===== src/rtl/arpc_pkg.sv =====
`default_nettype none

package arpc_pkg;

    localparam int ENTRIES_DEF = 32;
    localparam int IP_W        = 32;
    localparam int MAC_W       = 48;
    localparam int IDX_OUT_W   = 5;
    localparam int QUEUE_DEPTH = 2;

    typedef enum logic
    {
        OP_LOOKUP = 1'b0,
        OP_ADD    = 1'b1
    } op_t;

    typedef enum logic [1:0]
    {
        ACT_LOOKUP  = 2'd0,
        ACT_UPDATE  = 2'd1,
        ACT_FILL    = 2'd2,
        ACT_REPLACE = 2'd3
    } act_t;

    typedef struct packed
    {
        op_t              op;
        logic [IP_W-1:0]  ip;
        logic [MAC_W-1:0] mac;
    } cmd_t;

    typedef struct packed
    {
        logic                 hit;
        logic [MAC_W-1:0]     mac;
        act_t                 action;
        logic [IDX_OUT_W-1:0] index;
    } res_t;

endpackage

`default_nettype wire


===== src/rtl/arpc_front.sv =====
`default_nettype none

module arpc_front
(
    input  wire logic                         clk,
    input  wire logic                         rst_n,
    input  wire logic                         push,
    output logic                              full,
    input  wire logic                         mode,
    input  wire logic [arpc_pkg::IP_W-1:0]    ip_address,
    input  wire logic [arpc_pkg::MAC_W-1:0]   mac_address,
    output logic                              cmd_valid,
    output arpc_pkg::cmd_t                    cmd,
    input  wire logic                         cmd_pop
);
    import arpc_pkg::*;

    localparam int PTR_W = (QUEUE_DEPTH > 1) ? $clog2(QUEUE_DEPTH) : 1;
    localparam int CNT_W = $clog2(QUEUE_DEPTH + 1);

    cmd_t             queue_mem [QUEUE_DEPTH];
    logic [PTR_W-1:0] wr_ptr_reg, wr_ptr_next;
    logic [PTR_W-1:0] rd_ptr_reg, rd_ptr_next;
    logic [CNT_W-1:0] count_reg, count_next;
    logic             do_push;
    logic             do_pop;
    cmd_t             cmd_in;

    // classify the incoming transaction into an engine command
    always_comb
    begin
        cmd_in.op  = op_t'(mode);
        cmd_in.ip  = ip_address;
        cmd_in.mac = mac_address;
    end

    assign full      = (count_reg == CNT_W'(QUEUE_DEPTH));
    assign cmd_valid = (count_reg != '0);
    assign do_push   = push && !full;
    assign do_pop    = cmd_pop && cmd_valid;
    assign cmd       = queue_mem[rd_ptr_reg];

    always_comb
    begin
        wr_ptr_next = wr_ptr_reg;
        rd_ptr_next = rd_ptr_reg;
        count_next  = count_reg;
        if (do_push)
        begin
            wr_ptr_next = (wr_ptr_reg == PTR_W'(QUEUE_DEPTH - 1)) ? '0 : wr_ptr_reg + 1'b1;
        end
        if (do_pop)
        begin
            rd_ptr_next = (rd_ptr_reg == PTR_W'(QUEUE_DEPTH - 1)) ? '0 : rd_ptr_reg + 1'b1;
        end
        if (do_push && !do_pop)
        begin
            count_next = count_reg + 1'b1;
        end
        else if (do_pop && !do_push)
        begin
            count_next = count_reg - 1'b1;
        end
    end

    always_ff @(posedge clk or negedge rst_n)
    begin
        if (!rst_n)
        begin
            wr_ptr_reg <= '0;
            rd_ptr_reg <= '0;
            count_reg  <= '0;
        end
        else
        begin
            wr_ptr_reg <= wr_ptr_next;
            rd_ptr_reg <= rd_ptr_next;
            count_reg  <= count_next;
        end
    end

    always_ff @(posedge clk)
    begin
        if (do_push)
        begin
            queue_mem[wr_ptr_reg] <= cmd_in;
        end
    end

endmodule

`default_nettype wire


===== src/rtl/arpc_engine.sv =====
`default_nettype none

module arpc_engine
#(
    parameter int ENTRIES = arpc_pkg::ENTRIES_DEF
)
(
    input  wire logic           clk,
    input  wire logic           rst_n,
    input  wire logic           cmd_valid,
    input  wire arpc_pkg::cmd_t cmd,
    output logic                cmd_pop,
    input  wire logic           pop,
    output logic                res_valid,
    output arpc_pkg::res_t      res
);
    import arpc_pkg::*;

    localparam int IDX_W = (ENTRIES > 1) ? $clog2(ENTRIES) : 1;

    typedef enum logic [3:0]
    {
        S_IDLE    = 4'b0001,
        S_MATCH   = 4'b0010,
        S_RESOLVE = 4'b0100,
        S_READ    = 4'b1000
    } state_t;

    state_t                        state_reg, state_next;
    cmd_t                          cmd_reg;
    logic [ENTRIES-1:0]            valid_reg;
    logic [ENTRIES-1:0]            match_reg;
    logic [IP_W-1:0]               ip_reg [ENTRIES];
    logic [MAC_W-1:0]              mac_mem [ENTRIES];
    logic [MAC_W-1:0]              mac_rd_reg;
    logic                          out_valid_reg, out_valid_next;
    res_t                          res_reg, res_next;

    logic [ENTRIES-1:0]            match_vec;
    logic [ENTRIES-1:0]            match_low;
    logic [ENTRIES-1:0]            free_vec;
    logic [ENTRIES-1:0]            free_low;
    logic                          match_any;
    logic                          free_any;
    logic [IDX_W-1:0]              match_idx;
    logic [IDX_W-1:0]              free_idx;
    logic [IDX_W-1:0]              wr_idx;
    logic [IDX_W-1:0]              sel_idx;
    logic [IDX_W+IDX_OUT_W-1:0]    idx_ext;
    logic                          is_add;
    logic                          wr_en;
    logic                          rd_en;

    // parallel compare across all cam cells
    always_comb
    begin
        for (int k = 0; k < ENTRIES; k++)
        begin
            match_vec[k] = valid_reg[k] && (ip_reg[k] == cmd_reg.ip);
        end
    end

    // isolate lowest set bit, then encode the one-hot vector
    assign free_vec  = ~valid_reg;
    assign match_low = match_reg & (~match_reg + ENTRIES'(1));
    assign free_low  = free_vec & (~free_vec + ENTRIES'(1));
    assign match_any = |match_reg;
    assign free_any  = |free_vec;

    always_comb
    begin
        match_idx = '0;
        free_idx  = '0;
        for (int k = 0; k < ENTRIES; k++)
        begin
            if (match_low[k])
            begin
                match_idx = match_idx | IDX_W'(k);
            end
            if (free_low[k])
            begin
                free_idx = free_idx | IDX_W'(k);
            end
        end
    end

    assign is_add = (cmd_reg.op == OP_ADD);
    assign wr_idx = match_any ? match_idx : (free_any ? free_idx : '0);
    assign wr_en  = (state_reg == S_RESOLVE) && is_add;
    assign rd_en  = (state_reg == S_RESOLVE) && !is_add && match_any;

    assign sel_idx = is_add ? wr_idx : (match_any ? match_idx : '0);
    assign idx_ext = {{IDX_OUT_W{1'b0}}, sel_idx};

    always_comb
    begin
        state_next     = state_reg;
        cmd_pop        = 1'b0;
        out_valid_next = out_valid_reg && !pop;
        res_next       = res_reg;
        unique case (state_reg)
            S_IDLE:
            begin
                if (cmd_valid && !out_valid_reg)
                begin
                    cmd_pop    = 1'b1;
                    state_next = S_MATCH;
                end
            end
            S_MATCH:
            begin
                state_next = S_RESOLVE;
            end
            S_RESOLVE:
            begin
                if (rd_en)
                begin
                    state_next = S_READ;
                end
                else
                begin
                    out_valid_next = 1'b1;
                    res_next.hit   = 1'b0;
                    res_next.mac   = '0;
                    res_next.index = idx_ext[IDX_OUT_W-1:0];
                    if (!is_add)
                    begin
                        res_next.action = ACT_LOOKUP;
                    end
                    else if (match_any)
                    begin
                        res_next.action = ACT_UPDATE;
                    end
                    else if (free_any)
                    begin
                        res_next.action = ACT_FILL;
                    end
                    else
                    begin
                        res_next.action = ACT_REPLACE;
                    end
                    state_next = S_IDLE;
                end
            end
            S_READ:
            begin
                out_valid_next  = 1'b1;
                res_next.hit    = 1'b1;
                res_next.mac    = mac_rd_reg;
                res_next.action = ACT_LOOKUP;
                res_next.index  = idx_ext[IDX_OUT_W-1:0];
                state_next      = S_IDLE;
            end
            default:
            begin
                state_next = S_IDLE;
            end
        endcase
    end

    always_ff @(posedge clk or negedge rst_n)
    begin
        if (!rst_n)
        begin
            state_reg     <= S_IDLE;
            out_valid_reg <= 1'b0;
            valid_reg     <= '0;
        end
        else
        begin
            state_reg     <= state_next;
            out_valid_reg <= out_valid_next;
            if (wr_en)
            begin
                valid_reg[wr_idx] <= 1'b1;
            end
        end
    end

    always_ff @(posedge clk)
    begin
        if (cmd_pop)
        begin
            cmd_reg <= cmd;
        end
        if (state_reg == S_MATCH)
        begin
            match_reg <= match_vec;
        end
        if (wr_en)
        begin
            ip_reg[wr_idx] <= cmd_reg.ip;
        end
        res_reg <= res_next;
    end

    // mac store: one write port, one registered read port
    always_ff @(posedge clk)
    begin
        if (wr_en)
        begin
            mac_mem[wr_idx] <= cmd_reg.mac;
        end
        if (rd_en)
        begin
            mac_rd_reg <= mac_mem[match_idx];
        end
    end

    assign res_valid = out_valid_reg;
    assign res       = res_reg;

    // stored addresses stay unique, so at most one entry can match
    a_match_unique: assert property (@(posedge clk) disable iff (!rst_n)
        (state_reg == S_RESOLVE) |-> $onehot0(match_reg))
        else $error("more than one valid entry matches");

    a_valid_sticky: assert property (@(posedge clk) disable iff (!rst_n)
        1'b1 |=> ((valid_reg & $past(valid_reg)) == $past(valid_reg)))
        else $error("valid mark dropped");

    a_out_free: assert property (@(posedge clk) disable iff (!rst_n)
        ((state_reg == S_READ) || ((state_reg == S_RESOLVE) && !rd_en)) |-> !out_valid_reg)
        else $error("result produced while output still occupied");

    a_read_after_lookup: assert property (@(posedge clk) disable iff (!rst_n)
        (state_reg == S_READ) |-> ($past(state_reg) == S_RESOLVE) && !is_add)
        else $error("mac read state entered without a lookup hit");

endmodule

`default_nettype wire


===== src/rtl/arp_cache_table.sv =====
`default_nettype none

// ARP cache: a register-based CAM of ENTRIES slots mapping IPv4 to MAC addresses.
// Each transaction is a lookup (mode 0) or an add/update (mode 1) and yields one
// result. A two-entry command queue in front takes transactions while the engine
// works, so push is held off only when that queue is full. The engine handles one
// command at a time: an add or a lookup miss passes through dequeue, parallel
// address compare, and priority select and write; a lookup hit takes an extra
// read step because the MAC comes from a memory with a registered read port. A
// result waits in the output register until popped, and the engine starts the next
// command only once that register is free. Valid marks are cleared at reset; there
// is no clearing pass.
module arp_cache_table
#(
    parameter int ENTRIES = arpc_pkg::ENTRIES_DEF
)
(
    input  wire logic                             clk,
    input  wire logic                             rst_n,
    input  wire logic                             push,
    output logic                                  full,
    input  wire logic                             mode,
    input  wire logic [arpc_pkg::IP_W-1:0]        ip_address,
    input  wire logic [arpc_pkg::MAC_W-1:0]       mac_address,
    output logic                                  empty,
    input  wire logic                             pop,
    output logic                                  hit,
    output logic [arpc_pkg::MAC_W-1:0]            mac_out,
    output logic [1:0]                            action,
    output logic [arpc_pkg::IDX_OUT_W-1:0]        entry_index
);
    import arpc_pkg::*;

    logic cmd_valid;
    logic cmd_pop;
    cmd_t cmd;
    logic res_valid;
    res_t res;

    arpc_front u_front
    (
        .clk         (clk),
        .rst_n       (rst_n),
        .push        (push),
        .full        (full),
        .mode        (mode),
        .ip_address  (ip_address),
        .mac_address (mac_address),
        .cmd_valid   (cmd_valid),
        .cmd         (cmd),
        .cmd_pop     (cmd_pop)
    );

    arpc_engine #(.ENTRIES(ENTRIES)) u_engine
    (
        .clk       (clk),
        .rst_n     (rst_n),
        .cmd_valid (cmd_valid),
        .cmd       (cmd),
        .cmd_pop   (cmd_pop),
        .pop       (pop),
        .res_valid (res_valid),
        .res       (res)
    );

    assign empty       = !res_valid;
    assign hit         = res.hit;
    assign mac_out     = res.mac;
    assign action      = res.action;
    assign entry_index = res.index;

endmodule

`default_nettype wire

===== config.mk =====
export PLATFORM = sky130hd
export DESIGN_NAME = arp_cache_table
export DESIGN_NICKNAME = d
export VERILOG_FILES = /design/src/rtl/arpc_pkg.sv /design/src/rtl/arpc_front.sv /design/src/rtl/arpc_engine.sv /design/src/rtl/arp_cache_table.sv
export SDC_FILE = /design/constraint.sdc
export NUM_CORES = 2
export LEC_CHECK = 0
export BUFFER_PORTS_ARGS = -buffer_cell sky130_fd_sc_hd__buf_2
export CAP_MARGIN = 20
export CORE_MARGIN = 4
export CORE_UTILIZATION = 60
export CTS_BUF_LIST = sky130_fd_sc_hd__clkbuf_8
export CTS_CLUSTER_DIAMETER = 60
export DETAILED_ROUTE_END_ITERATION = 8
export GPL_TIMING_DRIVEN = 1
export PLACE_DENSITY_LB_ADDON = 0.08
export SLEW_MARGIN = 20
export SYNTH_ARGS = -nofsm -noshare
export SYNTH_HDL_FRONTEND = slang
export SYNTH_HIERARCHICAL = 1
export SYNTH_SLANG_ARGS = --single-unit
export TNS_END_PERCENT = 100

===== constraint.sdc =====
create_clock -name clk -period 8 [get_ports clk]
set_input_delay 0.8 -clock clk [delete_from_list [all_inputs] [get_ports clk]]
set_output_delay 0.8 -clock clk [all_outputs]
set_load 0.05 [all_outputs]

==> results.cfg <==
[finish]
flip_flop_count_of_the_largest_register_after_layout = 1536
finalInstanceArea_sq_mm = 0.132
design.final.nets = 8275
layout-drive-gt1-share_pct = 12.8
area.growth.synth_to_final_pct = 11.8

[yosys]
synthArstFlopShare_pct = 1.38
postSynthAreaPerCell_sq_um = 15.3
synth-seq-cells = 2980
synth_sequential_area_ratio_pct = 75.4
netlist-cell-type-count = 80
post_synth_main_area_contributors = sky130_fd_sc_hd__edfxtp_1 75%, sky130_fd_sc_hd__xnor2_1 6.2%, sky130_fd_sc_hd__nand2_1 4.5%
synthTopCellsByCount = 2939 x sky130_fd_sc_hd__edfxtp_1, 1415 x sky130_fd_sc_hd__nand2_1, 838 x sky130_fd_sc_hd__xnor2_1
netlist_instances = 7742
dominantRegCellSynth = sky130_fd_sc_hd__edfxtp_1
synth.net_count = 7828
top_area_cell_type_share_of_the_netlist_area_pct = 74.5
yosysMostFrequentCell = sky130_fd_sc_hd__edfxtp_1
synth.yosys.warnings = 6
yosys.area.top_type = sky130_fd_sc_hd__edfxtp_1
cell_area_after_technology_mapping_sq_mm = 0.118
number_of_enable_type_register_cells_in_the_synthesized_netlist = 2939

[sta]
finalCriticalPeriod_ns = 5.48
hold_viol_final = 0
fmax_mhz = 182
layout_worst_path_cycle_share_pct = 68.5
worst_slew_margin_rel_pct = 18.3
fin_setup_tns_ns = 0
drv_slew = 0
tightestPinTransition_ns = 1.21
setup_viol_count_final = 0
skew_ns = 0.0712
rsz0062_at_grt = no

[global_routing]
global_route_usage_sum_pct = 28.9
top_usage_layer = met2
number_of_global_route_vias_before_repair = 65900
globalRouteMet1Util_pct = 40.0
antenna_found_initial = 12
grt_pass1_wl_mm = 436
met2_usage_pct = 46.9
grt-ovfl-total = 0
grt_start_max_net_pins = 195
grtUsageMet3_pct = 4.48

[placed_design]
dp.final_hpwl_mm = 157
port_buffers = 142
gp_congestion = 0.835
dpl-instance-area_sq_mm = 0.123

[die]
rows = 162
fp.dieArea_sq_mm = 0.205
io-pin-count = 143
die_outline_height_microns = 452
die_extent_in_x_microns = 452
design.core.area_sq_mm = 0.196
initial_utilization_pct = 60.6

[run_status]
outcome = finished clean

[worst_setup_path]
worstSetupStartpointType = register
crit_start = u_engine/match_reg[0]
critPathArrivalTime_ns = 6.23
critical_path_data_required_time_ns = 8.74
regToRegStartpoint = u_engine/match_reg[0]
crit_slowest_cell = sky130_fd_sc_hd__buf_4
timing.critical_path.to_type = register
path_cells = or4_4 > or3b_1 > nor3_1 > a2bb2oi_1 > nand2_4 > nor2_1 > nor3_1 > nand2_1 > nor2_4 > buf_4 > buf_4
worst-path-max-fanout = 61
critPathKind = register to register
cp_slowest_stage_delay_ns = 0.80

[clocking]
ctsHtreeMaxLevel = 5
clkSlewWorstSetupHoldPaths_ns = 0.06
clock_tree_from_tritoncts = yes
cts.sink_count = 2980
ctsLongestPathBuffers = 4
clk_root_buffer_cell = sky130_fd_sc_hd__clkbuf_8
insertion_delay_ns = 1.12
cts-buffers-inserted = 474

[drt]
route.vias.total = 67400
antenna_left = 0
drt_pre_antenna_iters = 6
routedWlPerCell_microns = 26.6
ratio_of_routed_vias_to_standard_cells = 6.03
postRouteWirelength_mm = 298
dr.first_iter.drc_count = 7091
drt_drc_violations_left = 0

[flow_run]
cap_violations = 0

[power]
peakVddDrop_mv = 0.326
total_leakage_power_nw = 43.9
power.density_cell_area_mw_per_mm2 = 321

[hold_path]
hold_path_class = primary input to asynchronous set/reset pin
power by group:
part,total (mW),switching (mW),internal [mW]
clock network,11.7,5.69,6.02
logic,9.74,6.57,3.16
registers,21.0,1.04,20.0
repair_timing:
| item | in CTS | in global routing |
|---|---|---|
| setup buffers | 0 | 0 |
| hold buffers | 84 | 0 |
| hold endpoints to repair | 204 | 0 |
| gates resized for setup | 0 | 0 |
layout by cell type (no fill, tap or decap), types with 18 or more instances in the layout:
cell type                       count
sky130_fd_sc_hd__nand2_1         1413
sky130_fd_sc_hd__xor2_1           185
sky130_fd_sc_hd__a211oi_1          38
sky130_fd_sc_hd__buf_2            141
sky130_fd_sc_hd__a32o_1            24
sky130_fd_sc_hd__or4_1             28
sky130_fd_sc_hd__nor3_1            18
sky130_fd_sc_hd__nor2_1            23
sky130_fd_sc_hd__o21ai_1           27
sky130_fd_sc_hd__xnor2_1          838
sky130_fd_sc_hd__a21oi_1           51
sky130_fd_sc_hd__a32oi_1           19
sky130_fd_sc_hd__inv_1            194
sky130_fd_sc_hd__and2_1            49
sky130_fd_sc_hd__o22ai_1           19
sky130_fd_sc_hd__clkinv_2          45
sky130_fd_sc_hd__mux2_4            79
sky130_fd_sc_hd__a31oi_1          101
sky130_fd_sc_hd__nand3_1          420
sky130_fd_sc_hd__nand4_1          223
sky130_fd_sc_hd__o2111ai_1         18
sky130_fd_sc_hd__nor4_1           103
sky130_fd_sc_hd__nor2_4            34
sky130_fd_sc_hd__dfrtp_1           39
sky130_fd_sc_hd__o21ai_0           26
sky130_fd_sc_hd__clkbuf_8         504
sky130_fd_sc_hd__or2_1             19
sky130_fd_sc_hd__dlygate4sd3_1     84
sky130_fd_sc_hd__edfxtp_1        2939
sky130_fd_sc_hd__o211ai_1          44
sky130_fd_sc_hd__clkinv_1         109
sky130_fd_sc_hd__a311oi_2          23
sky130_fd_sc_hd__buf_4            121
sky130_fd_sc_hd__a311oi_1         124
sky130_fd_sc_hd__and3_1           163
sky130_fd_sc_hd__buf_12            55
sky130_fd_sc_hd__mux2i_1           57
metrics by stage:
stage          utilization [%]  hold slack [ns]  power, mW  instances  setup WS, ns
2_1_floorplan                -            0.456       27.2       7742         0.698
3_3_place_gp              62.7            0.478       30.7      10200          2.57
3_5_place_dp              62.8            0.498       31.0      10200          2.52
4_1_cts                   67.6            0.231       42.7      11200          2.55
5_1_grt                   67.7            0.276       44.2      11200          2.33
6_report                  67.7            0.311       42.4      11200          2.52
metal layers:
metal / vias up / share of wire [%]
met5: - / 0.0044
met4: 2 / 3.9
met3: 581 / 7.2
met2: 2859 / 48
met1: 34200 / 41
li1: 29800 / -
final timing paths:
| check | to | slack [ns] | cells past startpoint |
|---|---|---|---|
| max in group asynchronous | u_engine/valid_reg[12] | 7.05 | 2 |
| min | u_engine/res_valid | 0.31 | 2 |
| min in group clk | u_front/queue_mem[1][59] | 0.41 | 2 |
| max reg2reg | u_engine/mac_mem[27][27] | 2.52 | 11 |
| min reg2reg | u_front/count_reg[1] | 0.51 | 1 |
| max | u_engine/mac_mem[27][27] | 2.52 | 11 |
layout make-up:
class | count | area [sq um]
Sequential cell | 2980 | 89300
Fill cell | 13400 | 63200
Multi-Input combinational cell | 4295 | 27500
Clock buffer | 504 | 6940
Timing Repair Buffer | 414 | 3770
Tap cell | 2624 | 3280
Clock inverter | 340 | 1580
Inverter | 24 | 90.1
Antenna cell | 9 | 22.5
cells by family after synthesis:
group,share of synthesized area [%]
buf+inv,1.81
fa+ha+maj,0.0106
mux,1.50
compound gates,3.64
flops,75.4
xor+xnor,7.56
simple gates,10.1
critical path, delay by kind of cell, from the launching register on:
kind            cells  cell delay [ns]
compound gates      1             0.28
flops               1             0.43
simple gates        8             3.13
buf+inv             2             1.30
Note: power is estimated with default switching activity, not from simulation.
